[src/rtl/nsfc_pkg.sv]
`timescale 1ns / 1ps

package nsfc_pkg;

  // Default depth of the line store, terminator included.
  localparam int LINE_DEPTH_DEF = 128;

  localparam int BYTE_W = 8;
  localparam int STATUS_W = 3;
  localparam int POS_W = 7;
  localparam int OUT_DATA_W = 32;

  // Characters with a special meaning.
  localparam logic [BYTE_W-1:0] CH_DOLLAR = 8'h24;
  localparam logic [BYTE_W-1:0] CH_STAR = 8'h2A;
  localparam logic [BYTE_W-1:0] CH_LF = 8'h0A;
  localparam logic [BYTE_W-1:0] CH_CR = 8'h0D;
  localparam logic [BYTE_W-1:0] CH_NUL = 8'h00;

  // Result status codes.
  localparam logic [STATUS_W-1:0] ST_IGNORED = 3'd0;
  localparam logic [STATUS_W-1:0] ST_STORED = 3'd1;
  localparam logic [STATUS_W-1:0] ST_GOOD = 3'd2;
  localparam logic [STATUS_W-1:0] ST_BAD = 3'd3;
  localparam logic [STATUS_W-1:0] ST_OVERFLOW = 3'd4;

  typedef enum logic [2:0] {
    PH_IDLE = 3'b001,
    PH_BODY = 3'b010,
    PH_SUM  = 3'b100
  } phase_t;

  typedef struct packed {
    phase_t             phase;
    logic [BYTE_W-1:0]  running_xor;
    logic [BYTE_W-1:0]  parsed_sum;
  } frame_state_t;

  typedef struct packed {
    logic [STATUS_W-1:0] status;
    logic [BYTE_W-1:0]   char_out;
    logic [POS_W-1:0]    position;
    logic [BYTE_W-1:0]   computed_sum;
    logic [BYTE_W-1:0]   received_sum;
  } frame_result_t;

  // Value of one hex digit; anything that is not a hex digit counts as zero.
  function automatic logic [3:0] hex_value(input logic [BYTE_W-1:0] ch);
    logic [3:0] v;
    v = 4'd0;
    if (ch >= 8'h30 && ch <= 8'h39) begin
      v = 4'(ch - 8'h30);
    end else if (ch >= 8'h41 && ch <= 8'h46) begin
      v = 4'(ch - 8'h37);
    end else if (ch >= 8'h61 && ch <= 8'h66) begin
      v = 4'(ch - 8'h57);
    end
    return v;
  endfunction

endpackage

[src/rtl/nsfc_step.sv]
`timescale 1ns / 1ps

module nsfc_step #(
  parameter int LINE_DEPTH = nsfc_pkg::LINE_DEPTH_DEF,
  parameter int LEN_W = $clog2(LINE_DEPTH + 1)
) (
  input  logic [nsfc_pkg::BYTE_W-1:0] byte_in,
  input  nsfc_pkg::frame_state_t      state_cur,
  input  logic [LEN_W-1:0]            len_cur,
  output nsfc_pkg::frame_state_t      state_nxt,
  output logic [LEN_W-1:0]            len_nxt,
  output nsfc_pkg::frame_result_t     result
);

  import nsfc_pkg::*;

  logic              term;
  logic              dollar;
  logic [BYTE_W-1:0] ch;
  phase_t            ph;
  logic [BYTE_W-1:0] xr;
  logic [LEN_W-1:0]  ln;
  logic              ignored;

  always_comb begin
    // CR, LF and a NUL byte all end the line and are stored as zero.
    term = (byte_in == CH_LF) || (byte_in == CH_CR) || (byte_in == CH_NUL);
    dollar = (byte_in == CH_DOLLAR);
    ch = term ? CH_NUL : byte_in;

    ph = dollar ? PH_BODY : state_cur.phase;
    xr = dollar ? '0 : state_cur.running_xor;
    ln = dollar ? '0 : len_cur;

    state_nxt.phase = ph;
    state_nxt.running_xor = xr;
    state_nxt.parsed_sum = state_cur.parsed_sum;
    len_nxt = ln;
    ignored = 1'b0;

    case (ph)
      PH_BODY: begin
        if (ch == CH_STAR) begin
          state_nxt.phase = PH_SUM;
          state_nxt.parsed_sum = '0;
        end else if (!dollar) begin
          state_nxt.running_xor = xr ^ ch;
        end
      end
      PH_SUM: begin
        // The low nibble is zero after the shift, so the add is a concatenation.
        if (!term) begin
          state_nxt.parsed_sum = {state_cur.parsed_sum[3:0], hex_value(ch)};
        end
      end
      default: begin
        ignored = 1'b1;
      end
    endcase

    result.computed_sum = state_nxt.running_xor;
    result.received_sum = state_nxt.parsed_sum;

    if (ignored) begin
      state_nxt.phase = PH_IDLE;
      result.status = ST_IGNORED;
      result.char_out = '0;
      result.position = '0;
    end else if (ln >= LEN_W'(LINE_DEPTH)) begin
      state_nxt.phase = PH_IDLE;
      len_nxt = '0;
      result.status = ST_OVERFLOW;
      result.char_out = ch;
      result.position = '0;
    end else begin
      len_nxt = ln + LEN_W'(1);
      result.char_out = ch;
      result.position = POS_W'(8'(ln));
      if (!term) begin
        result.status = ST_STORED;
      end else begin
        state_nxt.phase = PH_IDLE;
        len_nxt = '0;
        result.status = (state_nxt.running_xor == state_nxt.parsed_sum) ? ST_GOOD : ST_BAD;
      end
    end
  end

endmodule

[src/rtl/nmea_sentence_framer_checksum.sv]
`timescale 1ns / 1ps
// Channel  Direction  tdata                                   tuser
// in_      input      byte_in[7:0]                            -
// out_     output     char_out, position, computed_sum,       status[2:0]
//                     received_sum (from bit 0 up, 32 bits)
//
// One byte per cycle while the output is not stalled: each transaction is processed in the
// cycle it is accepted and its result appears in the output register in the next cycle.
// The frame state update is combinational logic from the state registers.
// Reset sets the phase to idle and clears both sums, the line length and the output valid.
// A stalled output holds its result; input is taken whenever the output
// register is empty or is being emptied in the same cycle.

module nmea_sentence_framer_checksum #(
  parameter int LINE_DEPTH = nsfc_pkg::LINE_DEPTH_DEF
) (
  input  logic                              clk,
  input  logic                              rst_n,
  input  logic                              in_tvalid,
  output logic                              in_tready,
  input  logic [nsfc_pkg::BYTE_W-1:0]       in_tdata,   // byte_in[7:0]
  output logic                              out_tvalid,
  input  logic                              out_tready,
  // char_out[7:0], position[14:8], computed_sum[22:15], received_sum[30:23], zero[31]
  output logic [nsfc_pkg::OUT_DATA_W-1:0]   out_tdata,
  output logic [nsfc_pkg::STATUS_W-1:0]     out_tuser   // status[2:0]
);

  import nsfc_pkg::*;

  localparam int LEN_W = $clog2(LINE_DEPTH + 1);

  frame_state_t  state_r;
  frame_state_t  state_nxt;
  logic [LEN_W-1:0] len_r;
  logic [LEN_W-1:0] len_nxt;
  frame_result_t res_nxt;
  frame_result_t res_r;
  logic          out_valid_r;
  logic          in_fire;

  assign in_tready = rst_n && (!out_valid_r || out_tready);
  assign in_fire = in_tvalid && in_tready;

  nsfc_step #(
    .LINE_DEPTH(LINE_DEPTH),
    .LEN_W(LEN_W)
  ) u_step (
    .byte_in(in_tdata),
    .state_cur(state_r),
    .len_cur(len_r),
    .state_nxt(state_nxt),
    .len_nxt(len_nxt),
    .result(res_nxt)
  );

  always_ff @(posedge clk) begin
    if (!rst_n) begin
      state_r.phase <= PH_IDLE;
      state_r.running_xor <= '0;
      state_r.parsed_sum <= '0;
      len_r <= '0;
      out_valid_r <= 1'b0;
    end else begin
      if (in_fire) begin
        state_r <= state_nxt;
        len_r <= len_nxt;
        out_valid_r <= 1'b1;
      end else if (out_tready) begin
        out_valid_r <= 1'b0;
      end
    end
  end

  always_ff @(posedge clk) begin
    if (in_fire) begin
      res_r <= res_nxt;
    end
  end

  assign out_tvalid = out_valid_r;
  assign out_tuser = res_r.status;
  assign out_tdata = {1'b0, res_r.received_sum, res_r.computed_sum,
                      res_r.position, res_r.char_out};

endmodule

[config.mk]
export PLATFORM = sky130hd
export DESIGN_NAME = nmea_sentence_framer_checksum
export DESIGN_NICKNAME = d
export VERILOG_FILES = /design/src/rtl/nsfc_pkg.sv /design/src/rtl/nsfc_step.sv /design/src/rtl/nmea_sentence_framer_checksum.sv
export SDC_FILE = /design/constraint.sdc
export NUM_CORES = 1
export LEC_CHECK = 0
export ABC_AREA = 1
export BUFFER_PORTS_ARGS = -buffer_cell sky130_fd_sc_hd__buf_4
export CAP_MARGIN = 30
export CORE_MARGIN = 5
export CORE_UTILIZATION = 55
export DETAILED_ROUTE_END_ITERATION = 10
export PLACE_DENSITY = 0.76
export SYNTH_ARGS = -nofsm -noshare
export SYNTH_HDL_FRONTEND = slang
export SYNTH_HIERARCHICAL = 1
export SYNTH_SLANG_ARGS = --single-unit
[constraint.sdc]
create_clock -name clk -period 5.9 [get_ports clk]
set_clock_uncertainty 0.2 [all_clocks]
set_input_delay 0.295 -clock clk [delete_from_list [all_inputs] [get_ports clk]]
set_output_delay 0.295 -clock clk [all_outputs]
set_load 0.05 [all_outputs]
Yosys cells after proc, flatten, opt, wreduce, memory -nomap -nowiden
Cells that the tools add are included.
{"block": "totals", "register_bits": 62}
{"block": "classes", "bitwise_logic": 3, "reduce_logical": 14, "magnitude_cmp": 7, "eq_ne": 7, "n_addsub": 4, "muxes": 25}
{"cell": "2-to-1 mux 8 bit", "n": 10}
{"cell": "2-to-1 mux 18 bit", "n": 1}
{"cell": "2-to-1 mux 3 bit", "n": 6}
{"cell": "equality test 8 x 4 -> 1 bit, second input constant", "n": 2}
{"cell": "equality test 8 x 6 -> 1 bit, second input constant", "n": 2}
{"cell": ">= comparator 8 x 7 -> 1 bit, second input constant", "n": 2}
{"cell": "less-or-equal comparator 8 x 7 -> 1 bit, second input constant", "n": 2}
{"cell": "case mux 8 bit (2 select lines)", "n": 1}
{"cell": "2-to-1 mux 4 bit", "n": 3}
{"cell": "2-to-1 mux 11 bit", "n": 1}
{"cell": "adder 8 x 1 -> 8 bit, second input constant", "n": 1}
{"cell": "equality test 8 bit", "n": 1}
{"cell": ">= comparator 8 x 6 -> 1 bit, second input constant", "n": 1}
{"cell": ">= comparator 8 bit, second input constant", "n": 1}
{"cell": "less-or-equal comparator 8 x 6 -> 1 bit, second input constant", "n": 1}
{"cell": "logical NOT 8 bit", "n": 1}
{"cell": "subtractor 4 x 3 -> 4 bit, second input constant", "n": 2}
{"cell": "XOR 8 bit", "n": 1}
{"cell": "logical AND 1 bit", "n": 5}
{"cell": "OR reduction 2 bit", "n": 2}
{"cell": "subtractor 4 x 1 -> 4 bit, second input constant", "n": 1}
{"cell": "equality test 3 x 2 -> 1 bit, second input constant", "n": 1}
{"cell": "equality test 3 bit, second input constant", "n": 1}
{"cell": "logical OR 1 bit", "n": 3}
{"cell": "other kinds (5)", "n": 8}

Longest topological paths before layout
{"block": "depth", "depth_word": 15, "ltp_mapped": 25, "mapped_depth_nobuf": 24}

Cells and area by module
The synthesis kept the hierarchy.
{"mod": "nmea_sentence_framer_checksum", "n_inst": 1, "seq_area_each_um2": 1581.5, "cells_each": 215, "area_per_inst_um2": 2387.3}
{"mod": "nsfc_step", "n_inst": 1, "seq_area_each_um2": 0.0, "cells_each": 303, "area_per_inst_um2": 1524.0}

Least setup slack after synthesis
No wires, ideal clock.
{"block": "synth_timing", "kind": "input -> register", "from": "input port in_tdata[2] in the netlist's numbering", "to": "register res_r (netlist bit out_tuser[0]), data pin", "setup_slack_ns": 3.199, "path_buffers": 2, "t_arrival_ns": 2.252, "cell_stages": 23, "cell_sequence": "buf_2 > inv_2 > nand3_1 > nand2_1 > inv_2 > nand2_2 > buf_8 > nand2_2 > inv_2 > ha_1 > nand2_1 > nor3_4 > nand3_2 > nand2_2 > nand2_1 > nand2_1 > nand2_2 > xnor2_1 > nand2_1 > nor2_1 > nand3_1 > nand2_1 > inv_1"}
{"element": "from (decl)", "line": "nmea_sentence_framer_checksum.sv:21", "rtl": "input logic [nsfc_pkg::BYTE_W-1:0] in_tdata,"}
{"element": "to (signal assigned)", "line": "nmea_sentence_framer_checksum.sv:77", "rtl": "res_r <= res_nxt;"}
{"element": "to (decl)", "line": "nmea_sentence_framer_checksum.sv:38", "rtl": "frame_result_t res_r;"}

==> run_results.csv <==
group,metric,value,unit
outcome,outcome,"finished clean",
pwr,seqPwrFrac,48.2,%
critical_path,required,5.80,ns
critical_path,rrSetupSlack,3.24,ns
timing,setup-violations-final,0,
critical_path,endpoint_kind,"register",
timing,max_freq,321,MHz
placement,dp_hpwl,6.03,mm
clocking,clk_pin_slew_worst_paths,0.07,ns
routing,viasPerCell,4.87,
critical_path,crit_cells,22,
synthesis,synthCells,518,
critical_path,r2r_end,"out_tuser[0]",
clocking,cts_tree,"yes",
clocking,cts_buffer_depth,2,
floorplan,die_area,0.00890,mm²
floorplan,fp.dieH,94.3,µm
floorplan,initial_utilization,56.9,%
pwr,p_leak,2.07,nW
floorplan,core_area,0.00687,mm²
placement,port_buffers,47,
critical_path,crit_end,"out_tuser[0]",
global_routing,grt_max_degree,56,
synthesis,synth-seq-area-share,40.4,%
synthesis,syn-num-nets,535,
critical_path,r2r-start,"state_r[17]",
clocking,cts_setup_buffers,0,
clocking,postCtsHoldBufs,0,
clocking,cts_root_buf,"clkbuf_8",
critical_path,path_cells,"buf_4 > inv_2 > nand3_1 > nand2_1 > inv_2 > nand2_2 > nand2_2 > inv_2 > ha_1 > nand2_1 > nor3_4 > nand3_2 > nand2_2 > nand2_1 > nand2_1 > nand2_2 > xnor2_1 > nand2_1 > nor2_1 > nand3_1 > nand2_1 > inv_1",
synthesis,yosysUniqueCellTypes,42,
critical_path,cp_max_fo,21,
critical_path,worst-r2r-cell-count,15,
routing,drc,0,
layout,nNetsFinal,562,
placement,gp_congestion,0.956,
critical_path,startpoint,"in_tdata[1]",
layout,area_delta_synth_final,10.4,%
critical_path,critical_path.slowest_cell,"nand2_2",
timing,holdWs,0.0352,ns
routing,ant_nets,0,
clocking,ctsResizeCount,0,
floorplan,rows,30,
placement,dp.cells,630,
critical_path,cp-start-kind,"primary input",
timing,fin_crit,3.11,ns
global_routing,grtUsageTotal,20.0,%
critical_path,cpLargestDelayFamily,"simple AND/OR/NAND/NOR gates",
layout,drive_above_1_share,22.7,%
timing,post-route-period-util,52.8,%
layout,antenna_cells,0,
floorplan,die_w,94.3,µm
routing,dr.pass1.iters,4,
pwr,power_frac_clock,41.8,%
timing,finalHoldViolCount,0,
timing,rsz0062_at_grt,"no",
synthesis,netlist_area,0.00391,mm²
layout,stdcell_count,646,
pwr,combPwrFrac,10.0,%
pwr,power.net_switching,0.000244,W
pwr,ir_worst_vdd,0.121,mV
routing,wl_per_cell,12.9,µm
critical_path,cp_data_arrival_time,3.02,ns
global_routing,grt_pass1_vias,2939,
timing,slew_violations,0,
global_routing,grt.overflow.total,0,
pwr,swShare,25.3,%
floorplan,ioPinCount,49,
timing,max_slew_margin,47.8,%
hold_path,hp-class,"primary input to register",
pwr,power_per_cell_area,223,mW/mm²
clocking,htreeDepth,3,
synthesis,ys_ff_latch,62,
synthesis,synth_warnings,6,
global_routing,grt_antenna_before_repair,0,
critical_path,crit_buf_inv,5,
job,cap_violations,0,
routing,vias,3144,
global_routing,grt_pass1_wl,13.8,mm
clocking,clkLatencyLatePin,0.35,ns
pwr,power.internal,0.000720,W
critical_path,crit_type,"primary input to register",
clocking,clock_sinks,62,
critical_path,crit_top_cell,"nand2_1",
placement,pre_cts_slack,2.48,ns
timing,setup_ws,2.79,ns
critical_path,cpPeakStageDelay,0.37,ns
routing,drt_iter0_markers,209,
synthesis,syn_area_per_cell,7.55,µm²
timing,tightest_slew,0.783,ns
routing,wirelength,8.31,mm
timing,tns,0,ns
clocking,cts_made_buffers,9,
## placed cells by master (no fill, tap or decap), types with 2 or more instances in the layout
master,n
clkbuf_8,9
nand2_2,10
inv_1,102
edfxtp_1,34
ha_1,5
a21boi_0,2
clkinv_1,11
a31oi_1,2
nor2_2,5
nand2_4,2
dfxtp_1,28
nand2_1,144
inv_2,10
bufinv_16,2
o21ai_2,26
o21ai_1,2
xnor2_1,3
o21ai_0,6
a21oi_1,11
nand3_1,28
nand3_2,3
nor3_1,3
nand4_1,7
o21bai_1,5
buf_4,48
nor2_1,25
## registers in the layout, indices dropped and copies added, names as in the netlist
name / flops
len_r: 8
out_tuser: 3
out_tdata: 31
state_r: 19
out_tvalid: 1
## worst min-delay path by stage
stage | start | end | slack [ns] | cells past startpoint
2_1_floorplan | in_tdata[4] | out_tdata[4] | 0.27 | 2
3_3_place_gp | len_r[1] | len_r[1] | 0.32 | 4
3_5_place_dp | len_r[0] | len_r[0] | 0.33 | 4
4_1_cts | out_tready | out_tvalid | 0.03 | 4
5_1_grt | out_tready | out_tvalid | 0.05 | 4
6_report | out_tready | out_tvalid | 0.04 | 4
## cell families (layout without fill, tap and decap cells)
logic type | count (synthesis) | in the layout | synth area share (%)
simple gates | 233 | 233 | 26.8
flops | 62 | 62 | 40.4
xor+xnor | 3 | 3 | 0.672
fa+ha+maj | 5 | 5 | 1.60
buf+inv | 154 | 186 | 19.1
other cells | 1 | 1 | 0.0959
compound gates | 60 | 60 | 11.2
## power groups by stage
stage | clock network [W] | logic, W | registers [W]
final | 0.000403 | 0.0000967 | 0.000465
after floorplan | 0 | 0.0000443 | 0.000504
after detailed placement | 0 | 0.0000968 | 0.000474
after CTS | 0.000409 | 0.0000971 | 0.000465
after global routing | 0.000426 | 0.000104 | 0.000465
after global placement | 0 | 0.0000964 | 0.000474
## per-stage QoR
stage	utilization, %	area [µm²]	power (W)
6_report	62.8	4320	0.000965
3_5_place_dp	59.7	4100	0.000571
2_1_floorplan	-	3910	0.000548
3_3_place_gp	59.7	4100	0.000570
5_1_grt	62.8	4320	0.000994
4_1_cts	62.8	4320	0.000970
## worst reg2reg max path, cell delays in order, from the launching register on
cell and delay, ns:
dfxtp_1 0.35, inv_1 0.05, nor2_1 0.15, nand2_1 0.14, nand2_2 0.24, inv_1 0.13
nand2_2 0.33, nand2_1 0.14, nand2_1 0.09, nand2_2 0.08, xnor2_1 0.14, nand2_1 0.11
nor2_1 0.11, nand3_1 0.07, nand2_1 0.06, inv_1 0.03
## Yosys cell counts, drive strengths merged
cell	n	area (µm²)
o21ai	34	268
o22ai	1	6.26
a21oi	12	63.8
o32ai	1	8.76
a21boi	3	22.5
nor3	5	41.3
a31oi	2	12.5
nor4	1	6.26
clkinv	9	33.8
nand4	8	56.3
dfxtp	28	561
clkbuf	1	3.75
xnor2	3	26.3
nand3b	1	7.51
nand2	156	626
nor2	30	125
o211ai	2	20.0
o21bai	5	37.5
nand3	32	188
edfxtp	34	1020
buf	31	284
ha	5	62.6
inv	113	427
conb	1	3.75
## per-layer routing
metal | track usage (%) | wire [µm]
met1 | 26.2 | 3900
met2 | 32.2 | 3760
met3 | 4.06 | 487
met4 | 8.66 | 155
met5 | 0 | 0
## final cells by class
cell class	count	area, µm²
Clock buffer	9	124
Clock inverter	7	88.8
Fill cell	651	2550
Inverter	122	460
Multi-Input combinational cell	302	1580
Sequential cell	62	1580
Tap cell	96	120
Timing Repair Buffer	48	360
Note: power is estimated with default switching activity, not from simulation.
